--- config.mk ---
export PLATFORM = sky130hd
export DESIGN_NAME = stx_etx_escape_deframer
export DESIGN_NICKNAME = d
export VERILOG_FILES = /design/src/rtl/core/sed_pkg.sv /design/src/rtl/core/sed_decoder.sv /design/src/rtl/core/sed_out_buffer.sv /design/src/rtl/core/stx_etx_escape_deframer.sv
export SDC_FILE = /design/constraint.sdc
export NUM_CORES = 1
export LEC_CHECK = 0
export BUFFER_PORTS_ARGS = -buffer_cell sky130_fd_sc_hd__buf_4
export CORE_ASPECT_RATIO = 0.8
export CORE_MARGIN = 5
export CORE_UTILIZATION = 47
export CTS_BUF_LIST = sky130_fd_sc_hd__clkbuf_4 sky130_fd_sc_hd__clkbuf_8 sky130_fd_sc_hd__clkbuf_16
export DETAILED_ROUTE_END_ITERATION = 7
export HOLD_SLACK_MARGIN = 0.03
export PLACE_DENSITY = 0.77
export SLEW_MARGIN = 20
export SYNTH_ARGS = -nofsm -noshare
export SYNTH_HDL_FRONTEND = slang
export SYNTH_SLANG_ARGS = --single-unit
--- constraint.sdc ---
create_clock -name clock -period 2.9 [get_ports clock]
set_input_delay 0.29 -clock clock [delete_from_list [all_inputs] [get_ports clock]]
set_output_delay 0.29 -clock clock [all_outputs]
set_load 0.05 [all_outputs]
--- src/rtl/core/sed_pkg.sv ---
`timescale 1ns / 1ps
// ----------------------------------------------------------------------------
// sed_pkg: shared definitions for the STX/ETX escape deframer
// Framing byte codes, field widths and the result record that travels from
// the frame decoder to the output buffer.
// ----------------------------------------------------------------------------
package sed_pkg;

   // Field widths fixed by the link format.
   localparam int BYTE_W = 8;
   localparam int LEN_W  = 11;
   localparam int CSR_DATA_W = 32;
   localparam int CSR_ADDR_W = 3;

   // Framing codes on the link.
   localparam logic [BYTE_W-1:0] STX_CODE = 8'h02;
   localparam logic [BYTE_W-1:0] ETX_CODE = 8'h03;
   localparam logic [BYTE_W-1:0] ESC_CODE = 8'h0F;
   localparam logic [BYTE_W-1:0] ESC_FLIP = 8'h40;

   // Register map.
   localparam logic REG_MAX_FRAME_LENGTH = 1'b0;
   localparam logic [LEN_W-1:0] MAX_FRAME_LENGTH_RESET = 11'd64;

   // Default ceiling on the programmed frame length.
   localparam int MAX_LEN_LIMIT_DEFAULT = 1024;

   // One decoded result.
   typedef struct packed {
      logic [BYTE_W-1:0] data_byte;
      logic              data_valid;
      logic              frame_end;
      logic [LEN_W-1:0]  frame_length;
      logic              frame_truncated;
   } result_type;

   // Result plus its strobe, from the decoder to the output buffer.
   typedef struct packed {
      logic       valid;
      result_type result;
   } result_push_type;

endpackage

--- src/rtl/core/sed_decoder.sv ---
`timescale 1ns / 1ps
// ----------------------------------------------------------------------------
// sed_decoder: frame state and byte decode
// Holds the hunt/in-frame state, the pending escape and the payload count,
// and turns each accepted link byte into at most one result.
// ----------------------------------------------------------------------------
module sed_decoder #(
   parameter int MAX_LEN_LIMIT = sed_pkg::MAX_LEN_LIMIT_DEFAULT
) (
   input  logic                          clock,
   input  logic                          reset,
   input  logic                          accept,
   input  logic [sed_pkg::BYTE_W-1:0]    rx_byte,
   input  logic [sed_pkg::LEN_W-1:0]     max_frame_length,
   output sed_pkg::result_push_type      push
);

   // Width that holds both the programmed length and the ceiling.
   localparam int CEIL_W = $clog2(MAX_LEN_LIMIT + 1);
   localparam int LIM_W  = (CEIL_W > sed_pkg::LEN_W) ? CEIL_W : sed_pkg::LEN_W;
   localparam logic [LIM_W-1:0] CEILING = LIM_W'(MAX_LEN_LIMIT);

   logic                       in_frame_ff, in_frame_in;
   logic                       escape_ff, escape_in;
   logic [sed_pkg::LEN_W-1:0]  count_ff, count_in;
   logic [LIM_W-1:0]           limit;
   logic [LIM_W-1:0]           cfg_ext;
   logic [sed_pkg::LEN_W-1:0]  count_inc;
   logic [sed_pkg::BYTE_W-1:0] payload;

   // Effective limit: zero acts as one, anything above the ceiling is clipped.
   always_comb begin
      cfg_ext = LIM_W'(max_frame_length);
      if (cfg_ext == '0) begin
         limit = LIM_W'(1);
      end else if (cfg_ext > CEILING) begin
         limit = CEILING;
      end else begin
         limit = cfg_ext;
      end
   end

   assign count_inc = count_ff + sed_pkg::LEN_W'(1);
   assign payload   = escape_ff ? (rx_byte ^ sed_pkg::ESC_FLIP) : rx_byte;

   // Next state and result for the byte at hand.
   always_comb begin
      in_frame_in = in_frame_ff;
      escape_in   = escape_ff;
      count_in    = count_ff;
      push        = '0;
      if (accept) begin
         if (!in_frame_ff) begin
            // Hunting: only STX opens a frame.
            if (rx_byte == sed_pkg::STX_CODE) begin
               in_frame_in = 1'b1;
               escape_in   = 1'b0;
               count_in    = '0;
            end
         end else if (rx_byte == sed_pkg::ETX_CODE) begin
            // ETX closes the frame even after an escape; empty frames vanish.
            in_frame_in = 1'b0;
            escape_in   = 1'b0;
            count_in    = '0;
            if (count_ff != '0) begin
               push.valid               = 1'b1;
               push.result.frame_end    = 1'b1;
               push.result.frame_length = count_ff;
            end
         end else if (!escape_ff && rx_byte == sed_pkg::ESC_CODE) begin
            escape_in = 1'b1;
         end else begin
            // Payload byte, closing the frame as truncated at the limit.
            push.valid                  = 1'b1;
            push.result.data_byte       = payload;
            push.result.data_valid      = 1'b1;
            push.result.frame_length    = count_inc;
            escape_in                   = 1'b0;
            if (LIM_W'(count_inc) >= limit) begin
               push.result.frame_end       = 1'b1;
               push.result.frame_truncated = 1'b1;
               in_frame_in                 = 1'b0;
               count_in                    = '0;
            end else begin
               count_in = count_inc;
            end
         end
      end
   end

   // State registers.
   always_ff @(posedge clock) begin
      if (reset) begin
         in_frame_ff <= 1'b0;
         escape_ff   <= 1'b0;
         count_ff    <= '0;
      end else begin
         in_frame_ff <= in_frame_in;
         escape_ff   <= escape_in;
         count_ff    <= count_in;
      end
   end

endmodule

--- src/rtl/core/sed_out_buffer.sv ---
`timescale 1ns / 1ps
// ----------------------------------------------------------------------------
// sed_out_buffer: result register with skid stage
// Presents results on the response channel and absorbs one extra result
// while the receiver stalls, so the request side never waits on rsp_stall
// combinationally.
// ----------------------------------------------------------------------------
module sed_out_buffer (
   input  logic                     clock,
   input  logic                     reset,
   input  sed_pkg::result_push_type push,
   output logic                     full,
   output logic                     out_valid,
   input  logic                     out_stall,
   output sed_pkg::result_type      out_result
);

   logic                main_valid_ff, main_valid_in;
   logic                skid_valid_ff, skid_valid_in;
   sed_pkg::result_type main_ff, main_in;
   sed_pkg::result_type skid_ff, skid_in;
   logic                pop;

   assign pop = main_valid_ff && !out_stall;

   // Move results between the skid stage and the output register.
   always_comb begin
      main_valid_in = main_valid_ff;
      skid_valid_in = skid_valid_ff;
      main_in       = main_ff;
      skid_in       = skid_ff;
      if (skid_valid_ff) begin
         if (pop) begin
            main_in       = skid_ff;
            skid_valid_in = 1'b0;
         end
      end else if (main_valid_ff && !pop) begin
         if (push.valid) begin
            skid_in       = push.result;
            skid_valid_in = 1'b1;
         end
      end else begin
         main_valid_in = push.valid;
         main_in       = push.result;
      end
   end

   // Control bits reset; payload needs none.
   always_ff @(posedge clock) begin
      if (reset) begin
         main_valid_ff <= 1'b0;
         skid_valid_ff <= 1'b0;
      end else begin
         main_valid_ff <= main_valid_in;
         skid_valid_ff <= skid_valid_in;
      end
      main_ff <= main_in;
      skid_ff <= skid_in;
   end

   assign full       = skid_valid_ff;
   assign out_valid  = main_valid_ff;
   assign out_result = main_ff;

endmodule

--- src/rtl/core/stx_etx_escape_deframer.sv ---
`timescale 1ns / 1ps
// ----------------------------------------------------------------------------
// stx_etx_escape_deframer: STX/ETX byte-stuffing receive deframer
// Hunts for STX, unescapes the payload, counts it, and closes each frame on
// ETX or on the programmed length limit.
//
//   Channel  Direction  Ports                      Carries
//   req      in         req_valid / req_stall      one raw link byte
//   rsp      out        rsp_valid / rsp_stall      one payload byte or frame end
//   csr      in/out     csr_psel ... csr_pready    max_frame_length at 0x0
//
// A request is taken in every cycle while req_stall is low; its result, if
// any, is decoded combinationally from the byte and the decoder state and
// registered in the output buffer before it appears on rsp. A two-entry
// output buffer lets one result wait under rsp_stall; req_stall rises only
// when both entries are full. Reset is synchronous and returns the block to
// hunting for STX with max_frame_length at 64.
// ----------------------------------------------------------------------------
module stx_etx_escape_deframer #(
   parameter int MAX_LEN_LIMIT = sed_pkg::MAX_LEN_LIMIT_DEFAULT
) (
   input  logic                              clock,
   input  logic                              reset,
   // Request channel
   input  logic                              req_valid,
   output logic                              req_stall,
   input  logic [sed_pkg::BYTE_W-1:0]        req_rx_byte,
   // Response channel
   output logic                              rsp_valid,
   input  logic                              rsp_stall,
   output logic [sed_pkg::BYTE_W-1:0]        rsp_data_byte,
   output logic                              rsp_data_valid,
   output logic                              rsp_frame_end,
   output logic [sed_pkg::LEN_W-1:0]         rsp_frame_length,
   output logic                              rsp_frame_truncated,
   // Configuration port
   input  logic                              csr_psel,
   input  logic                              csr_penable,
   input  logic                              csr_pwrite,
   input  logic [sed_pkg::CSR_ADDR_W-1:0]    csr_paddr,
   input  logic [sed_pkg::CSR_DATA_W-1:0]    csr_pwdata,
   output logic [sed_pkg::CSR_DATA_W-1:0]    csr_prdata,
   output logic                              csr_pready
);

   logic                         accept;
   logic                         buffer_full;
   logic [sed_pkg::LEN_W-1:0]    max_len_ff, max_len_in;
   logic                         reg_sel;
   sed_pkg::result_push_type     push;
   sed_pkg::result_type          out_result;

   // Register decode: word index sits above the byte offset.
   assign reg_sel    = (csr_paddr[sed_pkg::CSR_ADDR_W-1] == sed_pkg::REG_MAX_FRAME_LENGTH);
   assign csr_pready = 1'b1;

   always_comb begin
      max_len_in = max_len_ff;
      if (csr_psel && csr_penable && csr_pwrite && reg_sel) begin
         max_len_in = csr_pwdata[sed_pkg::LEN_W-1:0];
      end
   end

   always_ff @(posedge clock) begin
      if (reset) begin
         max_len_ff <= sed_pkg::MAX_FRAME_LENGTH_RESET;
      end else begin
         max_len_ff <= max_len_in;
      end
   end

   assign csr_prdata = reg_sel ? sed_pkg::CSR_DATA_W'(max_len_ff) : '0;

   // Request handshake.
   assign req_stall = buffer_full;
   assign accept    = req_valid && !buffer_full;

   sed_decoder #(
      .MAX_LEN_LIMIT (MAX_LEN_LIMIT)
   ) u_decoder (
      .clock            (clock),
      .reset            (reset),
      .accept           (accept),
      .rx_byte          (req_rx_byte),
      .max_frame_length (max_len_ff),
      .push             (push)
   );

   sed_out_buffer u_out_buffer (
      .clock      (clock),
      .reset      (reset),
      .push       (push),
      .full       (buffer_full),
      .out_valid  (rsp_valid),
      .out_stall  (rsp_stall),
      .out_result (out_result)
   );

   assign rsp_data_byte       = out_result.data_byte;
   assign rsp_data_valid      = out_result.data_valid;
   assign rsp_frame_end       = out_result.frame_end;
   assign rsp_frame_length    = out_result.frame_length;
   assign rsp_frame_truncated = out_result.frame_truncated;

endmodule
Yosys cells after proc, flatten, opt, wreduce, memory -nomap -nowiden
Index checks and enable logic that the tools add are counted.

storage, ports and cells
  bits in registers = 70
  latch bits = 0
  memory bits (writable) = 0
  memory bits (read-only) = 0
  output and inout bits = 57
  logic and storage cells = 83
  memories = 0

cells by class
  $add $sub $neg = 1
  multipliers = 0
  divide/modulo/power cells = 0
  magnitude comparators = 2
  equal/unequal tests = 6
  shift operators = 0
  mux-type cells = 35
  bitwise logic cells = 4
  reduce and logical (&&, ||, !) cells = 19

operators by type and width
  operator               count
  $mux 11                8
  $mux 23                3
  $mux 22                3
  $mux 12                2
  $mux 1                 17
  $eq 8x2->1 const B     2
  $add 11x1->11 const B  1
  $ge 11x11->1           1
  $gt 11x11->1 const B   1
  $logic_not 11->1       1
  $reduce_bool 11->1     1
  $mux 9                 1
  $eq 8x4->1 const B     1
  $logic_and 1x1->1      7
  $mux 7                 1
  $reduce_and 2->1       3
  $reduce_and 3->1       2
  $logic_not 1->1        4
  $not 1->1              4
  $ne 3x3->1 const B     1
  $ne 2x1->1 const B     1
  $ne 2x2->1 const B     1
  $reduce_bool 2->1      1

Longest topological paths before layout
  word-level depth = 12
  mapped depth = 13
  mapped depth without buffers = 11

By module
Synthesis repeated with hierarchy kept, for this count alone.

unflattened totals
  cells, all modules = 368
  area, all modules = 4058.9 um^2

by module, submodules not included
  module                   instances  cells each  area an instance (um^2)
  sed_out_buffer           1          80          1774.2
  sed_decoder              1          203         1526.5
  stx_etx_escape_deframer  1          85          758.2

Worst setup path before layout
OpenSTA, ideal clock, no wires.

  path kind = flip-flop to flip-flop
  start = register u_decoder.count_ff[0] (netlist bit)
  end = register u_out_buffer.main_ff, in the netlist u_out_buffer.out_result[12] (data pin)
  arrival = 2694 ps
  required time = 2646 ps
  slack = -48 ps
  cell stages (with the launch flop) = 12
  cells stage by stage = dfxtp_1 ha_1 and3_1 nand3_1 xor2_1 inv_1 ha_1 a21oi_1 o21ai_0 a221oi_1 a21oi_1 a21o_1

RTL lines
  item                    line                  text
  start, declared         sed_decoder.sv:25     logic [sed_pkg::LEN_W-1:0] count_ff, count_in;
  start signal, assigned  sed_decoder.sv:100    count_ff <= count_in;
  end signal, assigned    sed_out_buffer.sv:57  main_ff <= main_in;
  end, declared           sed_out_buffer.sv:20  sed_pkg::result_type main_ff, main_in;

==> results.py <==
metrics = {
    "setup_path": {
        "crit_fanout": 5,
        "r2r_cells": 12,
        "arrival_ns": 2.87,
        "r2r_setup_slack_ns": 0.14,
        "reg2reg_from": "u_decoder.count_ff[1]$_SDFFE_PP0P_",
        "timing.rr.end": "u_out_buffer.out_result[12]$_DFFE_PP_",
        "cp-start-kind": "flop",
        "required_ns": 3.01,
        "crit_type": "flop to flop",
        "crit_start": "u_decoder.count_ff[1]$_SDFFE_PP0P_",
        "endpoint_kind": "flop",
    },
    "finish": {
        "fillCellCount": 663,
        "n_antenna_cell": 0,
        "postLayoutCoreUtil_pct": 59.4,
        "area_growth_pct": 22.4,
        "fin_cells": 542,
        "drive_gt1_share_pct": 27.2,
        "final_area_um2": 4430,
        "nNetsFinal": 495,
    },
    "floorplan": {
        "ios": 107,
        "initial_core_util_pct": 48.5,
        "dieWidth_um": 108,
        "die-height_um": 88.5,
        "coreArea_um2": 7460,
        "die_area_um2": 9570,
        "rows": 28,
    },
    "timing": {
        "fin_skew_ns": 0.0101,
        "drv_slew": 0,
        "post-route-min-period_ns": 2.76,
        "finalSetupViolCount": 0,
        "fin_crit_sh_pct": 95.3,
        "hold_violations": 0,
        "tightest_slew_ns": 0.554,
        "clock.fmax_mhz": 362,
        "slew_headroom_pct": 62.7,
        "finalSetupTns_ns": 0,
    },
    "detailed_routing": {
        "drt_first_pass_iters": 6,
        "wl_per_cell_um": 13.9,
        "wirelength_um": 7560,
        "drt_first_iter_violations": 202,
        "avgViaCountPerCell": 4.94,
        "drc_errors": 0,
        "ant_nets": 0,
        "vias": 2678,
    },
    "cts": {
        "post_cts_buffers": 0,
        "cts_tree": "done",
        "cts_resized": 0,
        "cts.sinks": 70,
        "cts.path.max_buffers": 2,
        "numCtsBuffers": 9,
        "clkSlewWorstSetupHoldPaths_ns": 0.07,
        "cts-root-buf": "clkbuf_8",
        "clk_latency_ns": 0.36,
        "htreeDepth": 3,
        "hold_buffers": 0,
    },
    "pwr": {
        "p_switching_uw": 484,
        "p_comb_share_pct": 7.2,
        "power_frac_clock_pct": 41.9,
        "p_seq_share_pct": 50.9,
        "powerDensity_nw_per_um2": 467,
        "p_leak_uw": 0.00200,
        "switching_share_pct": 23.4,
        "internal_power_uw": 1580,
        "ir_worst_vdd_mv": 0.240,
    },
    "global_route": {
        "grt_antenna_before_repair": 0,
        "grt_use_total_pct": 16.9,
        "grt_max_degree": 28,
        "grt_pass1_wl_um": 12600,
        "grt_pass1_vias": 2590,
        "gr-total-overflow": 0,
    },
    "worst_hold_path": {
        "hold_class": "input pin to flop",
        "worstHoldPathCells": 3,
        "min-delay-start": "csr_pwdata[6]",
        "holdPathEnd": "max_len_ff[6]$_SDFFE_PP1P_",
    },
    "job": {
        "max-cap-violations": 0,
    },
    "placement": {
        "routabilityCongestion": 0.904,
        "dp.cells": 526,
        "hpwl_um": 5450,
        "placed_area_um2": 4180,
        "io_buffer_count": 61,
    },
    "yosys": {
        "ys.flop_type": "edfxtp_1",
        "seq_area_frac_synth_pct": 50.9,
        "synthesis.area_um2": 3620,
        "async_reset_ff_share_pct": 0,
        "synth_enable_flop_cells": 44,
        "yosys.area.top_type": "edfxtp_1",
        "synth_cells": 360,
        "synth_common_cells": "nand2_1, edfxtp_1, dfxtp_1",
        "avgSynthCellArea_um2": 10.1,
        "yosys.cell_types.count": 54,
        "yosys.area.top_type_share_pct": 36.5,
        "synth_most_common_cell": "nand2_1",
        "yosysWarnings": 0,
        "synth_seq_cells": 70,
        "synth_top_cells_by_area": "edfxtp_1, dfxtp_1, nand2_1, buf_4, ha_1",
    },
    "status": {
        "status": "finished, final reports clean",
    },
}
## state kept, by name, summed over array words and instances (netlist names)
| name | cells |
|---|---|
| u_decoder.escape_ff | 1 |
| u_decoder.count_ff | 11 |
| u_out_buffer.out_valid | 1 |
| max_len_ff | 11 |
| u_out_buffer.full | 1 |
| u_out_buffer.out_result | 22 |
| u_out_buffer.skid_ff | 22 |
| u_decoder.in_frame_ff | 1 |
## metal layers
layer / track usage (%) / vias to the layer above / part of all wire [%]
li1: - / 1366 / -
met3: 5.69 / 7 / 6.9
met4: 4.13 / 0 / 0.98
met5: 0 / - / 0
met2: 26.2 / 105 / 44
met1: 23.1 / 1200 / 48
## power groups by stage
stage          clock network [uW]  registers, uW  logic, uW
2_1_floorplan                   0           1070        128
3_3_place_gp                    0           1070        146
3_5_place_dp                    0           1070        147
4_1_cts                       883           1050        148
5_1_grt                       936           1050        159
6_report                      866           1050        149
## layout by cell type (no fill, tap or decap), drive strengths merged, types with 2 or more instances in the layout
master	netlist	routed
buf	28	80
nand2	67	67
edfxtp	44	44
dfxtp	26	26
o21ai	24	24
conb	2	22
a21oi	18	18
inv	16	17
a21o	13	13
ha	13	13
nor2b	12	12
nor2	10	10
clkbuf	11	10
o211ai	7	7
and2	7	7
nand3	6	6
xor2	6	6
nor4	5	5
and3	5	5
xnor2	4	4
nor3	4	4
nand2b	3	3
o21a	3	3
nand4b	2	2
nor3b	2	2
a32oi	2	2
bufinv	0	2
clkinv	0	2
a211oi	2	2
## metrics by stage
stage | setup slack (ns) | power (uW) | hold slack (ns)
after global placement | 0.176 | 1220 | 0.466
after CTS | 0.135 | 2080 | 0.164
after detailed placement | 0.145 | 1220 | 0.469
after floorplan | 0.0314 | 1200 | 0.359
after global routing | -0.0210 | 2150 | 0.153
final | 0.138 | 2070 | 0.172
## final cells by class
| cell class | instances | area [um^2] | area share [%] |
|---|---|---|---|
| inverters | 16 | 60.1 | 1.36 |
| flip-flops and latches | 70 | 1840 | 41.6 |
| well taps | 105 | 131 | 2.97 |
| clock buffers | 10 | 131 | 2.97 |
| clock inverters | 6 | 86.3 | 1.95 |
| repair buffers | 80 | 601 | 13.6 |
| multi-input cells | 255 | 1580 | 35.6 |
## cell families after synthesis
logic type / Yosys count / share of synthesized area, %
and+or+nand+nor: 130 / 17.9
adders and majority gates: 13 / 4.49
buffers and inverters: 55 / 8.74
AOI/OAI and AO/OA: 80 / 15.3
xor gates and xnor gates: 10 / 2.42
other: 2 / 0.207
DFF: 70 / 50.9
## critical path, cell delays in order, from the launching register on
cell and delay (ns):
dfxtp_1 0.39, ha_1 0.19, and3_2 0.22, nand3_1 0.12, xor2_2 0.19, inv_1 0.07, ha_1 0.32, a21oi_1 0.13
o21ai_0 0.11, a221oi_2 0.31, buf_4 0.19, a21oi_1 0.09, a21o_1 0.18
## how the worst max path moves through the flow
stage                                            endpoint  cells after the start  slack [ns]
finish              u_out_buffer.out_result[12]$_DFFE_PP_                     12        0.14
global route        u_out_buffer.out_result[12]$_DFFE_PP_                     12       -0.02
CTS                 u_out_buffer.out_result[12]$_DFFE_PP_                     12        0.14
detailed placement  u_out_buffer.out_result[12]$_DFFE_PP_                     12        0.15
global placement    u_out_buffer.out_result[12]$_DFFE_PP_                     12        0.18
floorplan            u_out_buffer.out_result[0]$_DFFE_PP_                      2        0.03
No activity file was read; power rests on OpenSTA's default activity.
